[src/hw/rtl/nqse_pkg.sv]
// N-queens enumerator: shared widths, limits and the command/status structs
// passed between controller and datapath. No dependencies.
`timescale 1ns / 1ps
`default_nettype none

package nqse_pkg;

   localparam int MAX_N_DEF   = 16;
   localparam int SIZE_W      = 5;    // board_size register width
   localparam int ROW_W       = 4;    // row field per column in placement
   localparam int PLACE_W     = 64;
   localparam int COUNT_W     = 24;
   localparam int REQ_DATA_W  = 8;
   localparam int RSP_DATA_W  = PLACE_W + COUNT_W;
   localparam int RSP_USER_W  = 1;
   localparam int SIZE_RESET  = 4;
   localparam logic [COUNT_W-1:0] COUNT_MAX = {COUNT_W{1'b1}};

   // controller -> datapath
   typedef struct packed {
      logic init;     // empty board, zero the solution count
      logic place;    // put a queen on the lowest free row of this column
      logic pop;      // take back the last queen
      logic load;     // capture the result into the output register
      logic found;    // with load: a new solution is being given
   } cmd_type;

   // datapath -> controller
   typedef struct packed {
      logic col_full;  // every column holds a queen
      logic col_zero;  // board is empty
      logic has_free;  // a legal row exists at or above the resume row
   } status_type;

endpackage

`default_nettype wire

[src/hw/rtl/nqse_datapath.sv]
// N-queens enumerator datapath: board stack, attack masks, free-row search,
// size register and result register. Uses nqse_pkg.
`timescale 1ns / 1ps
`default_nettype none

module nqse_datapath #(
   parameter int MAX_N = nqse_pkg::MAX_N_DEF
) (
   input  wire logic                           clock,
   input  wire logic                           reset,
   input  wire logic                           csr_wr_en,
   input  wire logic [nqse_pkg::SIZE_W-1:0]    csr_wdata,
   input  wire nqse_pkg::cmd_type              cmd,
   output nqse_pkg::status_type                status,
   output logic                                rsp_found,
   output logic [nqse_pkg::PLACE_W-1:0]        rsp_placement,
   output logic [nqse_pkg::COUNT_W-1:0]        rsp_number
);
   import nqse_pkg::*;

   localparam int CW  = $clog2(MAX_N + 1);           // column count / row resume
   localparam int IW  = (MAX_N > 1) ? $clog2(MAX_N) : 1;
   localparam int DW  = 2 * MAX_N - 1;               // diagonals
   localparam int DIW = (DW > 1) ? $clog2(DW) : 1;
   localparam int NRST = (SIZE_RESET > MAX_N) ? MAX_N : SIZE_RESET;

   logic [CW-1:0]      n_ff, n_in;
   logic [CW-1:0]      col_ff, col_in;
   logic [CW-1:0]      row_from_ff, row_from_in;
   logic [MAX_N-1:0]   rows_ff, rows_in;
   logic [DW-1:0]      down_ff, down_in;
   logic [DW-1:0]      up_ff, up_in;
   logic [COUNT_W-1:0] count_ff, count_in;
   logic [ROW_W-1:0]   col_rows_ff [MAX_N];

   logic [DW-1:0]      down_win, up_win;
   logic [MAX_N-1:0]   cand;
   logic [ROW_W-1:0]   pick;
   logic [CW-1:0]      col_dec;
   logic [ROW_W-1:0]   pop_row;
   logic [DIW-1:0]     place_dn_idx, pop_dn_idx, place_up_idx, pop_up_idx;
   logic [PLACE_W-1:0] packed_rows;
   logic [COUNT_W-1:0] count_next;

   // clamp the written size into 1..MAX_N
   always_comb begin
      n_in = n_ff;
      if (csr_wr_en) begin
         if (csr_wdata == '0) begin
            n_in = CW'(1);
         end else if (csr_wdata > SIZE_W'(MAX_N)) begin
            n_in = CW'(MAX_N);
         end else begin
            n_in = csr_wdata[CW-1:0];
         end
      end
   end

   // attack windows seen from the current column
   always_comb begin
      down_win = down_ff >> (DIW'(MAX_N - 1) - DIW'(col_ff));
      up_win   = up_ff >> DIW'(col_ff);
      for (int r = 0; r < MAX_N; r++) begin
         cand[r] = !rows_ff[r] && !down_win[r] && !up_win[r]
                   && (CW'(r) >= row_from_ff) && (CW'(r) < n_ff);
      end
      pick = '0;
      for (int r = MAX_N - 1; r >= 0; r--) begin
         if (cand[r]) begin
            pick = ROW_W'(r);
         end
      end
   end

   assign col_dec      = col_ff - CW'(1);
   assign pop_row      = col_rows_ff[col_dec[IW-1:0]];
   assign place_dn_idx = DIW'(pick) + DIW'(MAX_N - 1) - DIW'(col_ff);
   assign place_up_idx = DIW'(pick) + DIW'(col_ff);
   assign pop_dn_idx   = DIW'(pop_row) + DIW'(MAX_N - 1) - DIW'(col_dec);
   assign pop_up_idx   = DIW'(pop_row) + DIW'(col_dec);

   assign status.col_full = (col_ff >= n_ff);
   assign status.col_zero = (col_ff == '0);
   assign status.has_free = |cand;

   always_comb begin
      col_in      = col_ff;
      row_from_in = row_from_ff;
      rows_in     = rows_ff;
      down_in     = down_ff;
      up_in       = up_ff;
      if (cmd.init) begin
         col_in      = '0;
         row_from_in = '0;
         rows_in     = '0;
         down_in     = '0;
         up_in       = '0;
      end else if (cmd.place) begin
         col_in                = col_ff + CW'(1);
         row_from_in           = '0;
         rows_in[pick[IW-1:0]] = 1'b1;
         down_in[place_dn_idx] = 1'b1;
         up_in[place_up_idx]   = 1'b1;
      end else if (cmd.pop) begin
         col_in                   = col_dec;
         row_from_in              = CW'(pop_row) + CW'(1);
         rows_in[pop_row[IW-1:0]] = 1'b0;
         down_in[pop_dn_idx]      = 1'b0;
         up_in[pop_up_idx]        = 1'b0;
      end
   end

   always_comb begin
      packed_rows = '0;
      for (int c = 0; c < MAX_N; c++) begin
         if (CW'(c) < n_ff) begin
            packed_rows[ROW_W*c +: ROW_W] = col_rows_ff[c];
         end
      end
   end

   assign count_next = (count_ff == COUNT_MAX) ? count_ff : count_ff + COUNT_W'(1);

   always_comb begin
      count_in = count_ff;
      if (cmd.init) begin
         count_in = '0;
      end else if (cmd.load && cmd.found) begin
         count_in = count_next;
      end
   end

   always_ff @(posedge clock) begin
      if (reset) begin
         n_ff        <= CW'(NRST);
         col_ff      <= '0;
         row_from_ff <= '0;
         rows_ff     <= '0;
         down_ff     <= '0;
         up_ff       <= '0;
         count_ff    <= '0;
      end else begin
         n_ff        <= n_in;
         col_ff      <= col_in;
         row_from_ff <= row_from_in;
         rows_ff     <= rows_in;
         down_ff     <= down_in;
         up_ff       <= up_in;
         count_ff    <= count_in;
      end
   end

   // stack of placed rows: written only when a queen goes down
   always_ff @(posedge clock) begin
      if (cmd.place) begin
         col_rows_ff[col_ff[IW-1:0]] <= pick;
      end
   end

   // result register (payload, no reset)
   always_ff @(posedge clock) begin
      if (cmd.load) begin
         rsp_found     <= cmd.found;
         rsp_placement <= cmd.found ? packed_rows : '0;
         rsp_number    <= count_in;
      end
   end

endmodule

`default_nettype wire

[src/hw/rtl/nqse_ctrl.sv]
// N-queens enumerator controller: request/response handshake and the
// search sequencer (place, backtrack, finish). Uses nqse_pkg.
`timescale 1ns / 1ps
`default_nettype none

module nqse_ctrl (
   input  wire logic                 clock,
   input  wire logic                 reset,
   input  wire logic                 req_tvalid,
   output logic                      req_tready,
   input  wire logic                 req_restart,
   output logic                      rsp_tvalid,
   input  wire logic                 rsp_tready,
   input  wire logic                 csr_wr_en,
   input  wire nqse_pkg::status_type status,
   output nqse_pkg::cmd_type         cmd
);
   import nqse_pkg::*;

   typedef enum logic [3:0] {
      ST_IDLE   = 4'b0001,
      ST_BACK   = 4'b0010,
      ST_SEARCH = 4'b0100,
      ST_DONE   = 4'b1000
   } state_type;

   state_type state_ff, state_in;
   logic started_ff, started_in;
   logic exhausted_ff, exhausted_in;
   logic found_ff, found_in;
   logic rsp_valid_ff, rsp_valid_in;
   logic out_free;

   assign out_free   = !rsp_valid_ff || rsp_tready;
   assign req_tready = (state_ff == ST_IDLE);
   assign rsp_tvalid = rsp_valid_ff;

   always_comb begin
      state_in     = state_ff;
      started_in   = started_ff;
      exhausted_in = exhausted_ff;
      found_in     = found_ff;
      rsp_valid_in = rsp_valid_ff && !rsp_tready;
      cmd          = '0;
      case (state_ff)
         ST_IDLE: begin
            if (req_tvalid) begin
               if (req_restart || !started_ff) begin
                  cmd.init     = 1'b1;
                  started_in   = 1'b1;
                  exhausted_in = 1'b0;
                  state_in     = ST_SEARCH;
               end else if (exhausted_ff) begin
                  found_in = 1'b0;
                  state_in = ST_DONE;
               end else begin
                  state_in = ST_BACK;
               end
            end
         end
         ST_BACK: begin
            if (status.col_zero) begin
               found_in     = 1'b0;
               exhausted_in = 1'b1;
               state_in     = ST_DONE;
            end else begin
               cmd.pop  = 1'b1;
               state_in = ST_SEARCH;
            end
         end
         ST_SEARCH: begin
            if (status.col_full) begin
               found_in = 1'b1;
               state_in = ST_DONE;
            end else if (status.has_free) begin
               cmd.place = 1'b1;
            end else if (status.col_zero) begin
               found_in     = 1'b0;
               exhausted_in = 1'b1;
               state_in     = ST_DONE;
            end else begin
               cmd.pop = 1'b1;
            end
         end
         ST_DONE: begin
            if (out_free) begin
               cmd.load     = 1'b1;
               cmd.found    = found_ff;
               rsp_valid_in = 1'b1;
               state_in     = ST_IDLE;
            end
         end
         default: begin
            state_in = ST_IDLE;
         end
      endcase
      // a size change forces a fresh search on the next request
      if (csr_wr_en) begin
         started_in = 1'b0;
      end
   end

   always_ff @(posedge clock) begin
      if (reset) begin
         state_ff     <= ST_IDLE;
         started_ff   <= 1'b0;
         exhausted_ff <= 1'b0;
         found_ff     <= 1'b0;
         rsp_valid_ff <= 1'b0;
      end else begin
         state_ff     <= state_in;
         started_ff   <= started_in;
         exhausted_ff <= exhausted_in;
         found_ff     <= found_in;
         rsp_valid_ff <= rsp_valid_in;
      end
   end

endmodule

`default_nettype wire

[src/hw/rtl/n_queens_solution_enumerator_unit.sv]
// N-queens solution enumerator, top level: wires controller to datapath.
// Depends on nqse_pkg, nqse_ctrl and nqse_datapath.
//
// Usage:
//  - Request channel (req_*): one transfer per wanted solution. req_tdata[0]
//    is restart: 1 starts over from the empty board, 0 asks for the next one.
//    The first request after reset or after a board_size write always starts
//    over.
//  - Response channel (rsp_*): one transfer per request. rsp_tuser[0] is the
//    found flag; rsp_tdata holds the placement (4 bits of row per column,
//    column 0 lowest) and the saturating solution count above it. When the
//    search has run out, found is 0, placement is 0 and the count holds.
//  - csr_wr_en/csr_wdata write board_size (0 acts as 1, above MAX_N as MAX_N).
//    Write only while no request is in flight.
// Sequencing: the search sequencer does one queen placement or one backtrack per
//  clock; after the request transfer it steps until a step sees the board full
//  or empty, then loads the result once the output register is free; a search
//  that had already run out goes straight to the result load. Steps per
//  solution depend on the board. One request is worked at a time; req_tready
//  is high only while the sequencer is idle, so a new request is not taken
//  until the last result is loaded.
// A finished result sits in the output register; the next request is taken
//  while it waits, but the following result is held until rsp_tready frees it.
// Reset (synchronous): board_size returns to 4 (MAX_N if smaller), no response
//  pending, search not started.
`timescale 1ns / 1ps
`default_nettype none

module n_queens_solution_enumerator_unit #(
   parameter int MAX_N = nqse_pkg::MAX_N_DEF   // largest board, 1..16
) (
   input  wire logic                               clock,
   input  wire logic                               reset,
   input  wire logic                               req_tvalid,
   output logic                                    req_tready,
   input  wire logic [nqse_pkg::REQ_DATA_W-1:0]    req_tdata,   // [0] restart
   output logic                                    rsp_tvalid,
   input  wire logic                               rsp_tready,
   output logic [nqse_pkg::RSP_DATA_W-1:0]         rsp_tdata,   // [63:0] placement,
                                                                // [87:64] solution_number
   output logic [nqse_pkg::RSP_USER_W-1:0]         rsp_tuser,   // [0] found
   input  wire logic                               csr_wr_en,
   input  wire logic [nqse_pkg::SIZE_W-1:0]        csr_wdata    // board_size
);
   import nqse_pkg::*;

   cmd_type              cmd;
   status_type           status;
   logic                 found;
   logic [PLACE_W-1:0]   placement;
   logic [COUNT_W-1:0]   solution_number;

   nqse_ctrl u_ctrl (
      .clock       (clock),
      .reset       (reset),
      .req_tvalid  (req_tvalid),
      .req_tready  (req_tready),
      .req_restart (req_tdata[0]),
      .rsp_tvalid  (rsp_tvalid),
      .rsp_tready  (rsp_tready),
      .csr_wr_en   (csr_wr_en),
      .status      (status),
      .cmd         (cmd)
   );

   nqse_datapath #(
      .MAX_N (MAX_N)
   ) u_dp (
      .clock         (clock),
      .reset         (reset),
      .csr_wr_en     (csr_wr_en),
      .csr_wdata     (csr_wdata),
      .cmd           (cmd),
      .status        (status),
      .rsp_found     (found),
      .rsp_placement (placement),
      .rsp_number    (solution_number)
   );

   assign rsp_tdata = {solution_number, placement};
   assign rsp_tuser = found;

endmodule

`default_nettype wire

[config.mk]
export PLATFORM = sky130hd
export DESIGN_NAME = n_queens_solution_enumerator_unit
export DESIGN_NICKNAME = d
export VERILOG_FILES = /design/src/hw/rtl/nqse_pkg.sv /design/src/hw/rtl/nqse_datapath.sv /design/src/hw/rtl/nqse_ctrl.sv /design/src/hw/rtl/n_queens_solution_enumerator_unit.sv
export SDC_FILE = /design/constraint.sdc
export NUM_CORES = 1
export LEC_CHECK = 0
export BUFFER_PORTS_ARGS = -buffer_cell sky130_fd_sc_hd__buf_2
export CAP_MARGIN = 30
export CELL_PAD_IN_SITES_DETAIL_PLACEMENT = 0
export CELL_PAD_IN_SITES_GLOBAL_PLACEMENT = 1
export CORE_UTILIZATION = 52
export DETAILED_ROUTE_END_ITERATION = 12
export GPL_ROUTABILITY_DRIVEN = 0
export PLACE_DENSITY_LB_ADDON = 0.1
export SETUP_SLACK_MARGIN = 0.4
export SLEW_MARGIN = 20
export SYNTH_ARGS = -nofsm -noshare
export SYNTH_HDL_FRONTEND = slang
export SYNTH_SLANG_ARGS = --single-unit
[constraint.sdc]
create_clock -name clock -period 20.9 [get_ports clock]
set_clock_uncertainty 0.05 [all_clocks]
set_input_delay 4.18 -clock clock [delete_from_list [all_inputs] [get_ports clock]]
set_output_delay 4.18 -clock clock [all_outputs]
set_load 0.1 [all_outputs]
==> out/metrics.csv <==
stage;metric;value;unit
outcome;status;complete, no violations;
finish;final_area;18300;sq um
synth;syn_area;16600;sq um
drt;viasPerCell;6.60;
die;start_util;0.528;
timing;fin_crit_sh;0.356;
drt;via_count;14046;
drt;drt_iter0_drc;1690;
synth;synth-seq-cells;278;
timing;tightest_slew;1070;ps
die;die_width;181;microns
die;die_area;32700;sq um
cts;postCtsHoldBufs;0;
setup_path;crit_fanout;36;
setup_path;crit_arrival;7670;ps
cts;cts.sinks;278;
power_and_ir_drop;leakage;0.00676;uW
synth;synth_area_per_cell;10.1;sq um
setup_path;rr_startpoint;u_dp.col_ff[0];
die;ios;109;
finish;syn2layout_area_growth;9.86;%
cts;clkTransAtPathRegs;60;ps
synth;ys_types;95;
finish;diodes;0;
power_and_ir_drop;ir_drop;62.9;uV
timing;relSlewSlack;0.282;
drt;dr.pass1.iters;7;
finish;fillCellCount;2747;
drt;drtAntennaViolNets;0;
synth;synthArstFlopShare;0;
finish;nets;1756;
cts;numCtsBuffers;29;
placement;post-place-ws;12970;ps
global_routing;grt_first_pass_wirelength;80800;microns
cts;htreeDepth;1;
synth;yosysWarnings;0;
cts;cts-root-buf;clkbuf_16;
finish;final_common_cell;nor2_1;
placement;placed_area;17300;sq um
min_path;hold_class;reg -> reg;
placement;numPortBuffers;101;
finish;mostFrequentLayoutCells;nor2_1 (203), edfxtp_1 (153), dfxtp_1 (122);
setup_path;crit_type;in -> reg;
timing;hold_viol_final;0;
finish;drive_gt1_frac;0.172;
timing;fin_crit;7440;ps
cts;cts_tree;built;
global_routing;grt_util_all_layers;0.322;
min_path;min_path_cells;2;
timing;finalMaxSlewViolations;0;
global_routing;first_global_vias;13343;
setup_path;crit_required;21130;ps
drt;routedWlPerCell;24.9;microns
job;cap_violations;0;
timing;fin_ws;13460;ps
setup_path;r2r_slack;13510;ps
timing;grt_setup_unrepaired;no;
cts;clock_path_buffers;3;
min_path;worstHoldStart;u_dp.rows_ff[0];
setup_path;startpoint_type;input pin;
synth;synthFlopType;edfxtp_1;
cts;postCtsSetupRepairBufs;0;
placement;dp_hpwl;38200;microns
die;core-area;31500;sq um
global_routing;gr-total-overflow;0;
drt;drc;0;
setup_path;critPathCaptureType;register;
global_routing;grt_antenna_before_repair;0;
die;die_h;181;microns
cts;post_cts_resized;0;
timing;timing.setup.tns;0;ps
synth;synth_nets;1703;
timing;clock.fmax;0.134;GHz
timing;holdWs;420;ps
drt;drt_wl_total;53000;microns
cts;clock_latency;560;ps
setup_path;reg2regPathDepth;18;
die;placementRows;65;
synth;synth-seq-area-share;0.427;
min_path;worstHoldEndpoint;u_dp.rows_ff[0];
synth;synth_edf_count;153;
global_routing;grt_max_degree;92;
power_and_ir_drop;p_per_area;77.1;nW/um^2
synth;syn_inst;1650;
timing;finalSetupViolCount;0;
setup_path;reg2reg_to;u_dp.down_ff[5];
-- where the power goes --
| part | switching (uW) | total, uW | leakage (uW) | internal, uW |
|---|---|---|---|---|
| Clock | 216 | 494 | 0.000442 | 278 |
| Combinational | 225 | 319 | 0.00376 | 93.3 |
| Sequential | 12.4 | 594 | 0.00256 | 582 |
| Total | 454 | 1410 | 0.00676 | 953 |
-- synthesized netlist by cell type (48+ instances only) --
library cell,count,area [sq um]
nand2_1,86,323
mux2i_1,52,521
nor3_1,64,320
edfxtp_1,153,4590
mux4_2,55,1240
inv_1,50,188
o21ai_0,57,285
a21oi_1,87,435
dfxtp_1,125,2500
nor2_1,204,766
and3_1,48,300
clkbuf_1,51,191
-- area by class of cell --
| type | count | area [sq um] | area share |
|---|---|---|---|
| inverters | 53 | 199 | 0.0109 |
| flip-flops and latches | 278 | 7110 | 0.389 |
| clock inverters | 14 | 121 | 0.00665 |
| repair buffers | 124 | 732 | 0.0401 |
| well taps | 402 | 503 | 0.0276 |
| multi-input cells | 1217 | 8810 | 0.482 |
| clock buffers | 40 | 787 | 0.0431 |
-- per-layer routing --
metal | GRT usage | vias up | part of all wire
met5 | 0 | - | 0
met4 | 0.165 | 0 | 0.058
met3 | 0.0530 | 179 | 0.088
met2 | 0.519 | 776 | 0.46
met1 | 0.420 | 6743 | 0.40
li1 | - | 6348 | -
-- flip-flops by register name (all words and copies together), names as in the netlist --
| signal | count |
|---|---|
| u_ctrl.exhausted_ff | 1 |
| u_ctrl.found_ff | 1 |
| u_ctrl.rsp_tvalid | 1 |
| u_ctrl.started_ff | 1 |
| u_ctrl.state_ff | 4 |
| u_dp.col_ff | 5 |
| u_dp.col_rows_ff | 64 |
| u_dp.count_ff | 24 |
| u_dp.down_ff | 31 |
| u_dp.n_ff | 5 |
| u_dp.row_from_ff | 5 |
| u_dp.rows_ff | 16 |
| u_dp.rsp_found | 1 |
| u_dp.rsp_number | 24 |
| u_dp.rsp_placement | 64 |
| u_dp.up_ff | 31 |
-- worst max-delay path, cell delays in order --
cell and delay [ps]:
buf_2 70, nand2b_1 130, nor2b_4 570, nand2_1 400
inv_1 770, o31ai_1 370, nor2_1 650, and3_1 290
xnor2_1 170, nor2_1 70
-- worst max-delay path by stage --
| stage | start | endpoint | cells after the start |
|---|---|---|---|
| 2_1_floorplan | rsp_tready | u_dp.rsp_number[17] | 9 |
| 4_1_cts | u_dp.col_ff[1] | u_dp.down_ff[5] | 18 |
| 5_1_grt | rsp_tready | u_dp.rsp_number[23] | 10 |
| 6_report | rsp_tready | u_dp.rsp_number[23] | 10 |
| 3_5_place_dp | rsp_tready | u_dp.rsp_number[20] | 11 |
| 3_3_place_gp | rsp_tready | u_dp.rsp_number[20] | 11 |
-- kinds of logic after synthesis --
family,synth area share
simple gates,0.188
fa+ha+maj,0.0282
compound gates,0.157
flops,0.427
buf+inv,0.0441
xor+xnor,0.0242
mux,0.132
-- stage by stage --
step | total power (uW) | utilization | instances
global placement | 912 | 0.548 | 2068
finish | 1410 | 0.580 | 2128
CTS | 1410 | 0.577 | 2125
floorplan | 824 | - | 1650
global route | 1460 | 0.580 | 2128
detailed placement | 914 | 0.549 | 2071
Note: power is estimated with default switching activity, not from simulation.
